<file path="config.mk">
export PLATFORM = sky130hd
export DESIGN_NAME = command_line_tokenizer_unit
export DESIGN_NICKNAME = d
export VERILOG_FILES = /design/src/sv/clt_pkg.sv /design/src/sv/clt_front.sv /design/src/sv/clt_queue.sv /design/src/sv/clt_back.sv /design/src/sv/command_line_tokenizer_unit.sv
export SDC_FILE = /design/constraint.sdc
export NUM_CORES = 1
export LEC_CHECK = 0
export ABC_AREA = 1
export ABC_CLOCK_PERIOD_IN_PS = 10700
export BUFFER_PORTS_ARGS = -buffer_cell sky130_fd_sc_hd__buf_2
export CAP_MARGIN = 20
export CORE_MARGIN = 1.5
export CORE_UTILIZATION = 60
export CTS_BUF_LIST = sky130_fd_sc_hd__clkbuf_8 sky130_fd_sc_hd__clkbuf_16
export CTS_CLUSTER_DIAMETER = 120
export DETAILED_ROUTE_END_ITERATION = 8
export PLACE_DENSITY = 0.83
export SETUP_SLACK_MARGIN = 0.1
export SYNTH_ARGS = -nofsm -noshare
export SYNTH_HDL_FRONTEND = slang
export SYNTH_HIERARCHICAL = 1
export SYNTH_SLANG_ARGS = --single-unit
</file>
<file path="constraint.sdc">
create_clock -name i_clk -period 10.7 [get_ports i_clk]
set_input_delay 0 -clock i_clk [delete_from_list [all_inputs] [get_ports i_clk]]
set_output_delay 0 -clock i_clk [all_outputs]
set_load 0.05 [all_outputs]
</file>
<file path="src/sv/clt_pkg.sv">
`default_nettype none

package clt_pkg;

    localparam int RECORD_BYTES_DEF = 1024;
    localparam int MAX_TOKENS_DEF   = 64;
    localparam int QUEUE_DEPTH      = 4;
    localparam int EVENTS_PER_ITEM  = 4;

    localparam logic [7:0] COMMENT_CHAR_RST  = 8'd59;
    localparam logic [7:0] CONTINUE_CHAR_RST = 8'd92;
    localparam logic [7:0] CHAR_QUOTE        = 8'h22;
    localparam logic [7:0] CHAR_SPACE        = 8'h20;
    localparam logic [7:0] CHAR_DEL          = 8'h7F;
    localparam logic [7:0] CHAR_NUL          = 8'h00;

    typedef enum logic [1:0] {
        EV_START  = 2'd0,
        EV_BYTE   = 2'd1,
        EV_END    = 2'd2,
        EV_RECORD = 2'd3
    } t_ev_kind;

    typedef struct packed {
        t_ev_kind    kind;
        logic [7:0]  tok_byte;
        logic        tok_kind;
        logic        quoted;
        logic [5:0]  tok_num;
        logic        ovf;
    } t_event;

    typedef struct packed {
        logic [2:0]   cnt;
        t_event [3:0] ev;
    } t_bundle;

    function automatic t_event mk_ev(t_ev_kind kind, logic [7:0] b, logic tk, logic q,
                                     logic [5:0] num, logic ovf);
        t_event e;
        e.kind     = kind;
        e.tok_byte = b;
        e.tok_kind = tk;
        e.quoted   = q;
        e.tok_num  = num;
        e.ovf      = ovf;
        return e;
    endfunction

endpackage

`default_nettype wire

</file>
<file path="src/sv/clt_front.sv">
`default_nettype none

module clt_front #(
    parameter int RECORD_BYTES = clt_pkg::RECORD_BYTES_DEF,
    parameter int MAX_TOKENS   = clt_pkg::MAX_TOKENS_DEF
) (
    input  wire logic            i_clk,
    input  wire logic            i_rst_n,
    input  wire logic            i_valid,
    output logic                 o_ready,
    input  wire logic [7:0]      i_char_byte,
    input  wire logic            i_has_byte,
    input  wire logic            i_line_last,
    input  wire logic [7:0]      i_comment_char,
    input  wire logic [7:0]      i_continue_char,
    input  wire logic            i_q_full,
    output logic                 o_push,
    output clt_pkg::t_bundle     o_bundle
);
    import clt_pkg::*;

    localparam int TC_W = $clog2(MAX_TOKENS + 1);
    localparam int BC_W = $clog2(RECORD_BYTES + 1);
    localparam logic [TC_W-1:0] TC_MAX = TC_W'(MAX_TOKENS);
    localparam logic [BC_W-1:0] BC_MAX = BC_W'(RECORD_BYTES);

    typedef enum logic [2:0] {
        M_BETWEEN = 3'd0,
        M_QUOTED  = 3'd1,
        M_WRAP    = 3'd2,
        M_BARE    = 3'd3,
        M_COMMENT = 3'd4,
        M_PENDING = 3'd5
    } t_mode;

    t_mode           r_mode, n_mode;
    logic            r_cs, n_cs;
    logic [TC_W-1:0] r_tc, n_tc;
    logic [BC_W-1:0] r_bc, n_bc;
    logic            r_qhs, n_qhs;
    logic            r_ovf, n_ovf;
    logic            r_td, n_td;
    logic            r_sr, n_sr;
    logic            r_lp, n_lp;
    logic            r_ld, n_ld;

    t_event [3:0]    v_ev;
    logic [2:0]      v_n;
    logic            is_ws;
    logic            is_ctl;
    logic            accept;

    function automatic logic [5:0] num_of(logic [TC_W-1:0] t);
        return (t == '0) ? 6'd0 : 6'(t - TC_W'(1));
    endfunction

    assign is_ws  = (i_char_byte == CHAR_SPACE) ||
                    (i_char_byte >= 8'h09 && i_char_byte <= 8'h0D);
    assign is_ctl = (i_char_byte < CHAR_SPACE) || (i_char_byte == CHAR_DEL);

    always_comb begin
        n_mode = r_mode;
        n_cs   = r_cs;
        n_tc   = r_tc;
        n_bc   = r_bc;
        n_qhs  = r_qhs;
        n_ovf  = r_ovf;
        n_td   = r_td;
        n_sr   = r_sr;
        n_lp   = r_lp;
        n_ld   = r_ld;
        v_ev   = '0;
        v_n    = '0;

        if (i_has_byte && !r_ld) begin
            if (i_char_byte == CHAR_NUL) begin
                n_ld = 1'b1;
            end else if (is_ws) begin
                n_lp = 1'b0;
                case (n_mode)
                    M_BARE: begin
                        if (!n_td) begin
                            v_ev[v_n[1:0]] = mk_ev(EV_END, 8'h00, 1'b0, n_qhs,
                                                   num_of(n_tc), 1'b0);
                            v_n = v_n + 3'd1;
                        end
                        n_mode = M_BETWEEN;
                        if (!n_sr) begin
                            if (n_bc < BC_MAX) n_bc = n_bc + BC_W'(1);
                            else n_ovf = 1'b1;
                        end
                        n_sr = 1'b1;
                    end
                    M_QUOTED, M_COMMENT: begin
                        if (n_mode == M_QUOTED) n_qhs = 1'b1;
                        if (n_bc < BC_MAX) begin
                            n_bc = n_bc + BC_W'(1);
                            if (!n_td) begin
                                v_ev[v_n[1:0]] = mk_ev(EV_BYTE, CHAR_SPACE,
                                                       n_mode == M_COMMENT, 1'b0,
                                                       num_of(n_tc), 1'b0);
                                v_n = v_n + 3'd1;
                            end
                        end else begin
                            n_ovf = 1'b1;
                        end
                    end
                    M_WRAP, M_PENDING: begin
                    end
                    default: begin
                        if (!n_sr) begin
                            if (n_bc < BC_MAX) n_bc = n_bc + BC_W'(1);
                            else n_ovf = 1'b1;
                        end
                        n_sr = 1'b1;
                    end
                endcase
            end else begin
                n_sr = 1'b0;
                if (n_mode == M_PENDING) begin
                    n_mode = M_COMMENT;
                    n_qhs  = 1'b0;
                    if (n_tc < TC_MAX) begin
                        n_td = 1'b0;
                        v_ev[v_n[1:0]] = mk_ev(EV_START, 8'h00, 1'b1, 1'b0, 6'(n_tc), 1'b0);
                        v_n  = v_n + 3'd1;
                        n_tc = n_tc + TC_W'(1);
                    end else begin
                        n_td  = 1'b1;
                        n_ovf = 1'b1;
                    end
                end
                if (is_ctl) begin
                    n_lp = 1'b0;
                end else begin
                    n_lp = 1'b1;
                    if (i_char_byte == i_comment_char && n_mode == M_BETWEEN) begin
                        if (n_bc < BC_MAX) n_bc = n_bc + BC_W'(1);
                        else n_ovf = 1'b1;
                        n_mode = M_PENDING;
                    end else if (i_char_byte == CHAR_QUOTE) begin
                        if (n_mode == M_QUOTED || n_mode == M_WRAP) begin
                            if (!n_td) begin
                                v_ev[v_n[1:0]] = mk_ev(EV_END, 8'h00, 1'b0, n_qhs,
                                                       num_of(n_tc), 1'b0);
                                v_n = v_n + 3'd1;
                            end
                            n_mode = M_BETWEEN;
                        end else if (n_mode == M_COMMENT) begin
                            if (n_bc < BC_MAX) begin
                                n_bc = n_bc + BC_W'(1);
                                if (!n_td) begin
                                    v_ev[v_n[1:0]] = mk_ev(EV_BYTE, i_char_byte, 1'b1,
                                                           1'b0, num_of(n_tc), 1'b0);
                                    v_n = v_n + 3'd1;
                                end
                            end else begin
                                n_ovf = 1'b1;
                            end
                        end else begin
                            if (n_mode == M_BARE) begin
                                if (!n_td) begin
                                    v_ev[v_n[1:0]] = mk_ev(EV_END, 8'h00, 1'b0, n_qhs,
                                                           num_of(n_tc), 1'b0);
                                    v_n = v_n + 3'd1;
                                end
                                if (n_bc < BC_MAX) n_bc = n_bc + BC_W'(1);
                                else n_ovf = 1'b1;
                            end
                            n_mode = M_QUOTED;
                            n_qhs  = 1'b0;
                            if (n_tc < TC_MAX) begin
                                n_td = 1'b0;
                                v_ev[v_n[1:0]] = mk_ev(EV_START, 8'h00, 1'b0, 1'b0,
                                                       6'(n_tc), 1'b0);
                                v_n  = v_n + 3'd1;
                                n_tc = n_tc + TC_W'(1);
                            end else begin
                                n_td  = 1'b1;
                                n_ovf = 1'b1;
                            end
                        end
                    end else if (i_char_byte == i_continue_char) begin
                        n_cs = 1'b1;
                    end else begin
                        if (n_mode == M_BETWEEN) begin
                            n_mode = M_BARE;
                            n_qhs  = 1'b0;
                            if (n_tc < TC_MAX) begin
                                n_td = 1'b0;
                                v_ev[v_n[1:0]] = mk_ev(EV_START, 8'h00, 1'b0, 1'b0,
                                                       6'(n_tc), 1'b0);
                                v_n  = v_n + 3'd1;
                                n_tc = n_tc + TC_W'(1);
                            end else begin
                                n_td  = 1'b1;
                                n_ovf = 1'b1;
                            end
                        end else if (n_mode == M_WRAP) begin
                            n_mode = M_QUOTED;
                        end
                        if (n_bc < BC_MAX) begin
                            n_bc = n_bc + BC_W'(1);
                            if (!n_td) begin
                                v_ev[v_n[1:0]] = mk_ev(EV_BYTE, i_char_byte,
                                                       n_mode == M_COMMENT, 1'b0,
                                                       num_of(n_tc), 1'b0);
                                v_n = v_n + 3'd1;
                            end
                        end else begin
                            n_ovf = 1'b1;
                        end
                    end
                end
            end
        end

        if (i_line_last || !i_has_byte) begin
            if (n_lp) begin
                if (n_mode == M_BARE) begin
                    if (!n_td) begin
                        v_ev[v_n[1:0]] = mk_ev(EV_END, 8'h00, 1'b0, n_qhs,
                                               num_of(n_tc), 1'b0);
                        v_n = v_n + 3'd1;
                    end
                    n_mode = M_BETWEEN;
                end else if (n_mode == M_QUOTED) begin
                    n_mode = M_WRAP;
                end
            end
            if (n_mode == M_PENDING) n_mode = M_BETWEEN;
            if (!n_cs && n_bc != '0 && n_tc != '0) begin
                if (n_mode != M_BETWEEN && !n_td) begin
                    v_ev[v_n[1:0]] = mk_ev(EV_END, 8'h00, n_mode == M_COMMENT,
                                           (n_mode != M_COMMENT) && n_qhs,
                                           num_of(n_tc), 1'b0);
                    v_n = v_n + 3'd1;
                end
                v_ev[v_n[1:0]] = mk_ev(EV_RECORD, 8'h00, 1'b0, 1'b0, 6'd0, n_ovf);
                v_n    = v_n + 3'd1;
                n_mode = M_BETWEEN;
                n_tc   = '0;
                n_bc   = '0;
                n_qhs  = 1'b0;
                n_ovf  = 1'b0;
                n_td   = 1'b0;
            end
            n_cs = 1'b0;
            n_lp = 1'b0;
            n_ld = 1'b0;
            n_sr = 1'b0;
        end
    end

    assign o_ready      = !i_q_full;
    assign accept       = i_valid && !i_q_full;
    assign o_push       = accept && (v_n != '0);
    assign o_bundle.cnt = v_n;
    assign o_bundle.ev  = v_ev;

    always_ff @(posedge i_clk) begin
        if (!i_rst_n) begin
            r_mode <= M_BETWEEN;
            r_cs   <= 1'b0;
            r_tc   <= '0;
            r_bc   <= '0;
            r_qhs  <= 1'b0;
            r_ovf  <= 1'b0;
            r_td   <= 1'b0;
            r_sr   <= 1'b0;
            r_lp   <= 1'b0;
            r_ld   <= 1'b0;
        end else if (accept) begin
            r_mode <= n_mode;
            r_cs   <= n_cs;
            r_tc   <= n_tc;
            r_bc   <= n_bc;
            r_qhs  <= n_qhs;
            r_ovf  <= n_ovf;
            r_td   <= n_td;
            r_sr   <= n_sr;
            r_lp   <= n_lp;
            r_ld   <= n_ld;
        end
    end

endmodule

`default_nettype wire

</file>
<file path="src/sv/clt_queue.sv">
`default_nettype none

module clt_queue (
    input  wire logic              i_clk,
    input  wire logic              i_rst_n,
    input  wire logic              i_push,
    input  wire clt_pkg::t_bundle  i_bundle,
    input  wire logic              i_pop,
    output logic                   o_full,
    output logic                   o_empty,
    output clt_pkg::t_bundle       o_head
);
    import clt_pkg::*;

    localparam int PTR_W = $clog2(QUEUE_DEPTH);
    localparam int CNT_W = $clog2(QUEUE_DEPTH + 1);

    t_bundle          r_mem [QUEUE_DEPTH];
    logic [PTR_W-1:0] r_wp, r_rp;
    logic [CNT_W-1:0] r_cnt;
    logic             do_push, do_pop;

    assign o_full  = (r_cnt == CNT_W'(QUEUE_DEPTH));
    assign o_empty = (r_cnt == '0);
    assign o_head  = r_mem[r_rp];
    assign do_push = i_push && !o_full;
    assign do_pop  = i_pop && !o_empty;

    always_ff @(posedge i_clk) begin
        if (do_push) r_mem[r_wp] <= i_bundle;
    end

    always_ff @(posedge i_clk) begin
        if (!i_rst_n) begin
            r_wp  <= '0;
            r_rp  <= '0;
            r_cnt <= '0;
        end else begin
            if (do_push) r_wp <= r_wp + PTR_W'(1);
            if (do_pop)  r_rp <= r_rp + PTR_W'(1);
            case ({do_push, do_pop})
                2'b10:   r_cnt <= r_cnt + CNT_W'(1);
                2'b01:   r_cnt <= r_cnt - CNT_W'(1);
                default: r_cnt <= r_cnt;
            endcase
        end
    end

endmodule

`default_nettype wire

</file>
<file path="src/sv/clt_back.sv">
`default_nettype none

module clt_back (
    input  wire logic              i_clk,
    input  wire logic              i_rst_n,
    input  wire logic              i_empty,
    input  wire clt_pkg::t_bundle  i_head,
    output logic                   o_pop,
    output logic                   o_valid,
    input  wire logic              i_ready,
    output clt_pkg::t_event        o_event
);
    import clt_pkg::*;

    logic [1:0] r_sub;
    logic       r_valid;
    t_event     r_ev;
    logic       load;
    logic       last_ev;

    assign load    = !i_empty && (!r_valid || i_ready);
    assign last_ev = ({1'b0, r_sub} + 3'd1) == i_head.cnt;
    assign o_pop   = load && last_ev;
    assign o_valid = r_valid;
    assign o_event = r_ev;

    always_ff @(posedge i_clk) begin
        if (!i_rst_n) begin
            r_sub   <= '0;
            r_valid <= 1'b0;
        end else begin
            if (load) begin
                r_valid <= 1'b1;
                r_sub   <= last_ev ? 2'd0 : r_sub + 2'd1;
            end else if (i_ready) begin
                r_valid <= 1'b0;
            end
        end
    end

    always_ff @(posedge i_clk) begin
        if (load) r_ev <= i_head.ev[r_sub];
    end

endmodule

`default_nettype wire

</file>
<file path="src/sv/command_line_tokenizer_unit.sv">
// Command line tokenizer.
// Slave stream: one line byte per transfer. s_tdata carries the byte,
// s_tuser is 1 for a byte and 0 for an empty-line marker, s_tlast ends a line.
// Master stream: token events (start, byte, end, record end), one per transfer.
// APB port: comment character at 0x0, continuation character at 0x4.
// The front end classifies one input byte per cycle and produces up to four
// events, which go as one entry into a four-entry queue. The back end sends
// them out one per cycle through an output register while the receiver is
// ready, so an item is taken every cycle while the queue has room; sustained
// rate is one event per cycle, set by the single output register. The first
// event of a transfer passes through the queue entry and the output register.
// When the receiver stalls, events collect in the queue and s_tready drops
// once all four entries are taken. Reset clears the scanner state, the queue
// and the output stage and restores the default comment and continuation
// characters.
`default_nettype none

module command_line_tokenizer_unit #(
    parameter int RECORD_BYTES = clt_pkg::RECORD_BYTES_DEF,
    parameter int MAX_TOKENS   = clt_pkg::MAX_TOKENS_DEF
) (
    input  wire logic        i_clk,
    input  wire logic        i_rst_n,
    input  wire logic        s_tvalid,
    output logic             s_tready,
    input  wire logic [7:0]  s_tdata,   // [7:0] char_byte
    input  wire logic        s_tuser,   // [0] has_byte
    input  wire logic        s_tlast,
    output logic             m_tvalid,
    input  wire logic        m_tready,
    output logic [15:0]      m_tdata,   // [7:0] token_byte, [8] quoted_flag,
                                        // [14:9] token_number, [15] overflowed
    output logic [2:0]       m_tuser,   // [1:0] event_kind, [2] token_kind
    input  wire logic        psel,
    input  wire logic        penable,
    input  wire logic        pwrite,
    input  wire logic [2:0]  paddr,
    input  wire logic [31:0] pwdata,
    output logic [31:0]      prdata,
    output logic             pready
);
    import clt_pkg::*;

    logic       [7:0] r_comment_char;
    logic       [7:0] r_continue_char;
    logic             q_push;
    logic             q_full;
    t_bundle          fr_bundle;
    t_bundle          q_head;
    logic             q_empty;
    logic             q_pop;
    t_event           out_ev;

    assign pready = 1'b1;
    assign prdata = {24'h0, paddr[2] ? r_continue_char : r_comment_char};

    always_ff @(posedge i_clk) begin
        if (!i_rst_n) begin
            r_comment_char  <= COMMENT_CHAR_RST;
            r_continue_char <= CONTINUE_CHAR_RST;
        end else if (psel && penable && pwrite) begin
            if (paddr[2]) r_continue_char <= pwdata[7:0];
            else          r_comment_char  <= pwdata[7:0];
        end
    end

    clt_front #(
        .RECORD_BYTES (RECORD_BYTES),
        .MAX_TOKENS   (MAX_TOKENS)
    ) u_front (
        .i_clk           (i_clk),
        .i_rst_n         (i_rst_n),
        .i_valid         (s_tvalid),
        .o_ready         (s_tready),
        .i_char_byte     (s_tdata),
        .i_has_byte      (s_tuser),
        .i_line_last     (s_tlast),
        .i_comment_char  (r_comment_char),
        .i_continue_char (r_continue_char),
        .i_q_full        (q_full),
        .o_push          (q_push),
        .o_bundle        (fr_bundle)
    );

    clt_queue u_queue (
        .i_clk    (i_clk),
        .i_rst_n  (i_rst_n),
        .i_push   (q_push),
        .i_bundle (fr_bundle),
        .i_pop    (q_pop),
        .o_full   (q_full),
        .o_empty  (q_empty),
        .o_head   (q_head)
    );

    clt_back u_back (
        .i_clk   (i_clk),
        .i_rst_n (i_rst_n),
        .i_empty (q_empty),
        .i_head  (q_head),
        .o_pop   (q_pop),
        .o_valid (m_tvalid),
        .i_ready (m_tready),
        .o_event (out_ev)
    );

    assign m_tdata = {out_ev.ovf, out_ev.tok_num, out_ev.quoted, out_ev.tok_byte};
    assign m_tuser = {out_ev.tok_kind, out_ev.kind};

endmodule

`default_nettype wire
</file>
==> key figures <==
Layout
  – Most used cells in the layout excluding fill and tap cells: 501 x sky130_fd_sc_hd__nand2_1, 367 x sky130_fd_sc_hd__nor2_1, 335 x sky130_fd_sc_hd__edfxtp_1
  – Utilization after layout: 0.672
  – Filler cell count: 2,781
  – Fin nets: 2,670
  – Most common library cell in the layout ignoring fill and taps: sky130_fd_sc_hd__nand2_1
  – Number of inserted diodes: 0
  – Share of post-route cells with drive strength above 1: 0.115
  – Syn-to-layout area delta: 9.64%

GRT
  – Leftover overflow at the end of global routing: 0
  – Number of global-route vias before repair: 18,058
  – Pin count of the biggest net entering global routing: 86
  – GRT Total Usage: 0.364
  – Wire length of the first global-routing pass: 105,000 um
  – Antenna violations before repair: 0

Placement
  – Number of buffers inserted by port buffering: 54
  – Half-perimeter wire length after detailed placement: 46,300 um
  – GP Congestion: 0.991

Worst hold path
  – Number of cells on the worst hold path: 5
  – Path type of the worst min-delay path: in2reg

STA
  – Period Utilization, post-route: 0.775
  – Aggregate negative setup slack: 0 ns
  – Max Slew Vio Count: 0
  – Final critical-path required period: 8.29 ns
  – Transition time of the tightest slew-check pin: 1.03 ns
  – RSZ-0062 raised after global routing: false
  – Setup Viol. Count Final: 0
  – Hold Vio Cnt, Final: 0
  – Final setup skew: 0.0229 ns
  – Max transition margin: 0.310
  – Upper clock frequency limit: 121 MHz

Critical path
  – Highest fanout seen on the critical path: 32
  – Reg2Reg Depth: 31
  – Worst setup slack for register-to-register paths: 2.41 ns
  – Crit Reg-Reg Endpoint: u_queue/r_mem[0][11]$_DFFE_PP_
  – Worst setup path startpoint: u_front/r_mode[1]$_SDFFE_PN0P_
  – Data arrival time of the worst path: 8.49 ns
  – Startpoint class of the critical path: flip-flop
  – Max incr delay on CP: 0.89 ns
  – Capturing element type of the critical path: flip-flop
  – End of the critical path: u_queue/r_mem[0][11]$_DFFE_PP_
  – Data required time at the worst endpoint: 10.91 ns
  – Slowest cell on the critical path: sky130_fd_sc_hd__nor2_4
  – Dominant cell type by count on the critical path: sky130_fd_sc_hd__nand2_1
  – Critical Setup Path Class: reg2reg
  – R2r startpoint: u_front/r_mode[1]$_SDFFE_PN0P_

Floorplan
  – Effective utilization at floorplan: 0.613
  – Height of the chip: 194 um
  – Die outline area: 0.0378 mm^2
  – Core ar.: 0.0358 mm^2
  – Number of rows in the core area: 69
  – Count of pins on the block boundary: 106
  – Die W: 194 um

Logic synthesis
  – Avg Inst Size Synth: 8.69 um^2
  – Post-synthesis cell type count: 66
  – Synthesized area: 0.0220 mm^2
  – Fraction of the yosys area taken by sequential cells: 0.509
  – Top_reg_cell synth: sky130_fd_sc_hd__edfxtp_1
  – Ys Warns: 6
  – Number of enable-type register cells in the synthesized netlist: 335
  – Total of flip-flops plus latches after synthesis: 391
  – Post-synthesis cell count: 2,528
  – Async set-reset flop share out of synthesis: 0

Power and ir drop
  – Total Power Consumption: 5.04 mW
  – Peak supply drop: 0.124 mV
  – Cell leakage power: 9.64 nW
  – Pwr/cell area: 209 mW/mm^2

Routing
  – Total met2 wirelength after detailed routing: 32,800 um
  – Number of remaining DRC errors: 0
  – Average routed wire per standard cell: 22.6 um
  – Total length of routed met3 wires: 6810 um
  – Wire length after detailed routing: 69,400 um
  – Via count: 19,103
  – Sum of routed wire segments on met1: 27,200 um
  – Top routing layer in use: met4
  – Post-DR vias/cell: 6.23
  – DRC violation total after the first TritonRoute iteration: 2,309
  – Antenna Violating Nets Remaining: 0
  – Detailed-router iteration count before antenna repair: 8

CTS
  – Root buffer cell: sky130_fd_sc_hd__clkbuf_16
  – Clk Latency, worst-skew pair: 0.58 ns
  – Clock tree sinks: 391
  – Number of cells upsized or downsized after cts: 0
  – Number of buffers created by CTS: 40
  – TritonCTS clock tree: yes
  – Htree depth: 2
  – Setup fix buffers added after clock tree synthesis: 0
  – Clock Path Buffers: 3
  – CTS clk-pin slew, worst paths: 0.06 ns

Status
  – Status: finished, final reports clean

Job
  – Number of max-cap violations: 0
-- how the worst min path moves through the flow --
stage / startpoint / end / slack [ns]
5_1_grt: s_tlast / u_queue/r_mem[2][65]$_DFFE_PP_ / 0.19
4_1_cts: s_tlast / u_queue/r_mem[2][65]$_DFFE_PP_ / 0.13
3_5_place_dp: pwdata[6] / r_continue_char[6]$_SDFFE_PN1P_ / 0.23
6_report: s_tlast / u_queue/r_mem[2][65]$_DFFE_PP_ / 0.17
3_3_place_gp: pwdata[6] / r_continue_char[6]$_SDFFE_PN1P_ / 0.23
2_1_floorplan: i_rst_n / u_queue/r_cnt[2]$_SDFFE_PN0P_ / 0.12
-- synthesized netlist by cell type, types with 9 or more instances --
master | n | area share
sky130_fd_sc_hd__xor2_1 | 14 | 0.0056
sky130_fd_sc_hd__nor2_2 | 23 | 0.0066
sky130_fd_sc_hd__inv_2 | 37 | 0.0063
sky130_fd_sc_hd__buf_4 | 29 | 0.0099
sky130_fd_sc_hd__o22ai_1 | 90 | 0.026
sky130_fd_sc_hd__buf_2 | 33 | 0.0075
sky130_fd_sc_hd__a21oi_1 | 70 | 0.016
sky130_fd_sc_hd__nor2_1 | 371 | 0.063
sky130_fd_sc_hd__nor3_2 | 9 | 0.0041
sky130_fd_sc_hd__a31oi_1 | 14 | 0.0040
sky130_fd_sc_hd__nand2_2 | 25 | 0.0071
sky130_fd_sc_hd__nor3_1 | 31 | 0.0071
sky130_fd_sc_hd__clkbuf_1 | 45 | 0.0077
sky130_fd_sc_hd__nor2_4 | 16 | 0.0082
sky130_fd_sc_hd__buf_6 | 22 | 0.011
sky130_fd_sc_hd__o211ai_1 | 18 | 0.0062
sky130_fd_sc_hd__nand2_1 | 501 | 0.086
sky130_fd_sc_hd__dfxtp_1 | 56 | 0.051
sky130_fd_sc_hd__ha_1 | 42 | 0.024
sky130_fd_sc_hd__o21ai_0 | 241 | 0.055
sky130_fd_sc_hd__edfxtp_1 | 335 | 0.46
sky130_fd_sc_hd__nand3_1 | 119 | 0.027
sky130_fd_sc_hd__inv_1 | 179 | 0.031
sky130_fd_sc_hd__o21ai_1 | 65 | 0.015
sky130_fd_sc_hd__o22ai_2 | 10 | 0.0057
sky130_fd_sc_hd__nand4_1 | 30 | 0.0085
-- power breakdown --
part           switching [mW]  total, mW  internal (mW)
Sequential             0.0879       2.04           1.95
Combinational            1.12       1.49          0.363
Clock                   0.606       1.51          0.904
-- sequential cells by signal (all words and copies together), names as in the netlist, named ones only --
signal,count
u_queue/r_rp,2
u_queue/r_wp,2
u_front/r_ld,1
u_front/r_tc,7
u_back/o_valid,1
u_front/r_cs,1
u_front/r_td,1
u_front/r_ovf,1
u_back/o_event,19
r_comment_char,8
r_continue_char,8
u_back/r_sub,2
u_front/r_sr,1
u_front/r_qhs,1
u_queue/r_cnt,3
u_front/r_lp,1
u_queue/r_mem,316
u_front/r_mode,3
u_front/r_bc,11
-- final cells by class --
| cell class | count | area, um^2 | area share |
|---|---|---|---|
| tap | 461 | 577 | 0.0240 |
| sequential | 391 | 11200 | 0.465 |
| timing repair buffer | 115 | 818 | 0.0340 |
| inverter | 227 | 875 | 0.0363 |
| multi-input combinational | 1800 | 9190 | 0.382 |
| clock inverter | 31 | 393 | 0.0163 |
| clock buffer | 43 | 1040 | 0.0433 |
-- what timing repair did --
item / CTS / global route
setup endpoints to repair: 0 / 0
endpoints found under the hold margin: 82 / 0
hold buffers: 36 / 0
-- per-layer routing --
layer,track usage,vias to the layer above
li1,-,8726
met4,0.137,0
met3,0.0477,165
met2,0.598,1180
met5,0,-
met1,0.496,9032
-- worst max-delay path, delay by kind of cell (launching register included) --
kind / cells / cell delay [ns]
AOI/OAI and AO/OA: 6 / 1.71
adders and majority gates: 5 / 1.45
buffers and inverters: 7 / 1.41
DFF: 1 / 0.66
and+or+nand+nor: 13 / 2.65
-- logic make-up after synthesis --
logic type / share of synthesized area
AO/OA/AOI/OAI: 0.145
XOR/XNOR: 0.00878
adder cells (fa/ha/maj): 0.0248
buffers and inverters: 0.0778
flip-flops: 0.509
other: 0.000342
AND/OR/NAND/NOR: 0.234
-- through the flow --
step / setup slack (ns) / instance area (um^2) / std cells / hold WS [ns]
floorplan: 1.87 / 22000 / 2551 / 0.120
global placement: 2.74 / 22300 / 2958 / 0.228
detailed placement: 2.64 / 22300 / 2958 / 0.234
CTS: 2.58 / 24100 / 3068 / 0.133
global route: 1.81 / 24100 / 3068 / 0.186
finish: 2.41 / 24100 / 3068 / 0.166
Note: power is estimated with default switching activity, not from simulation.
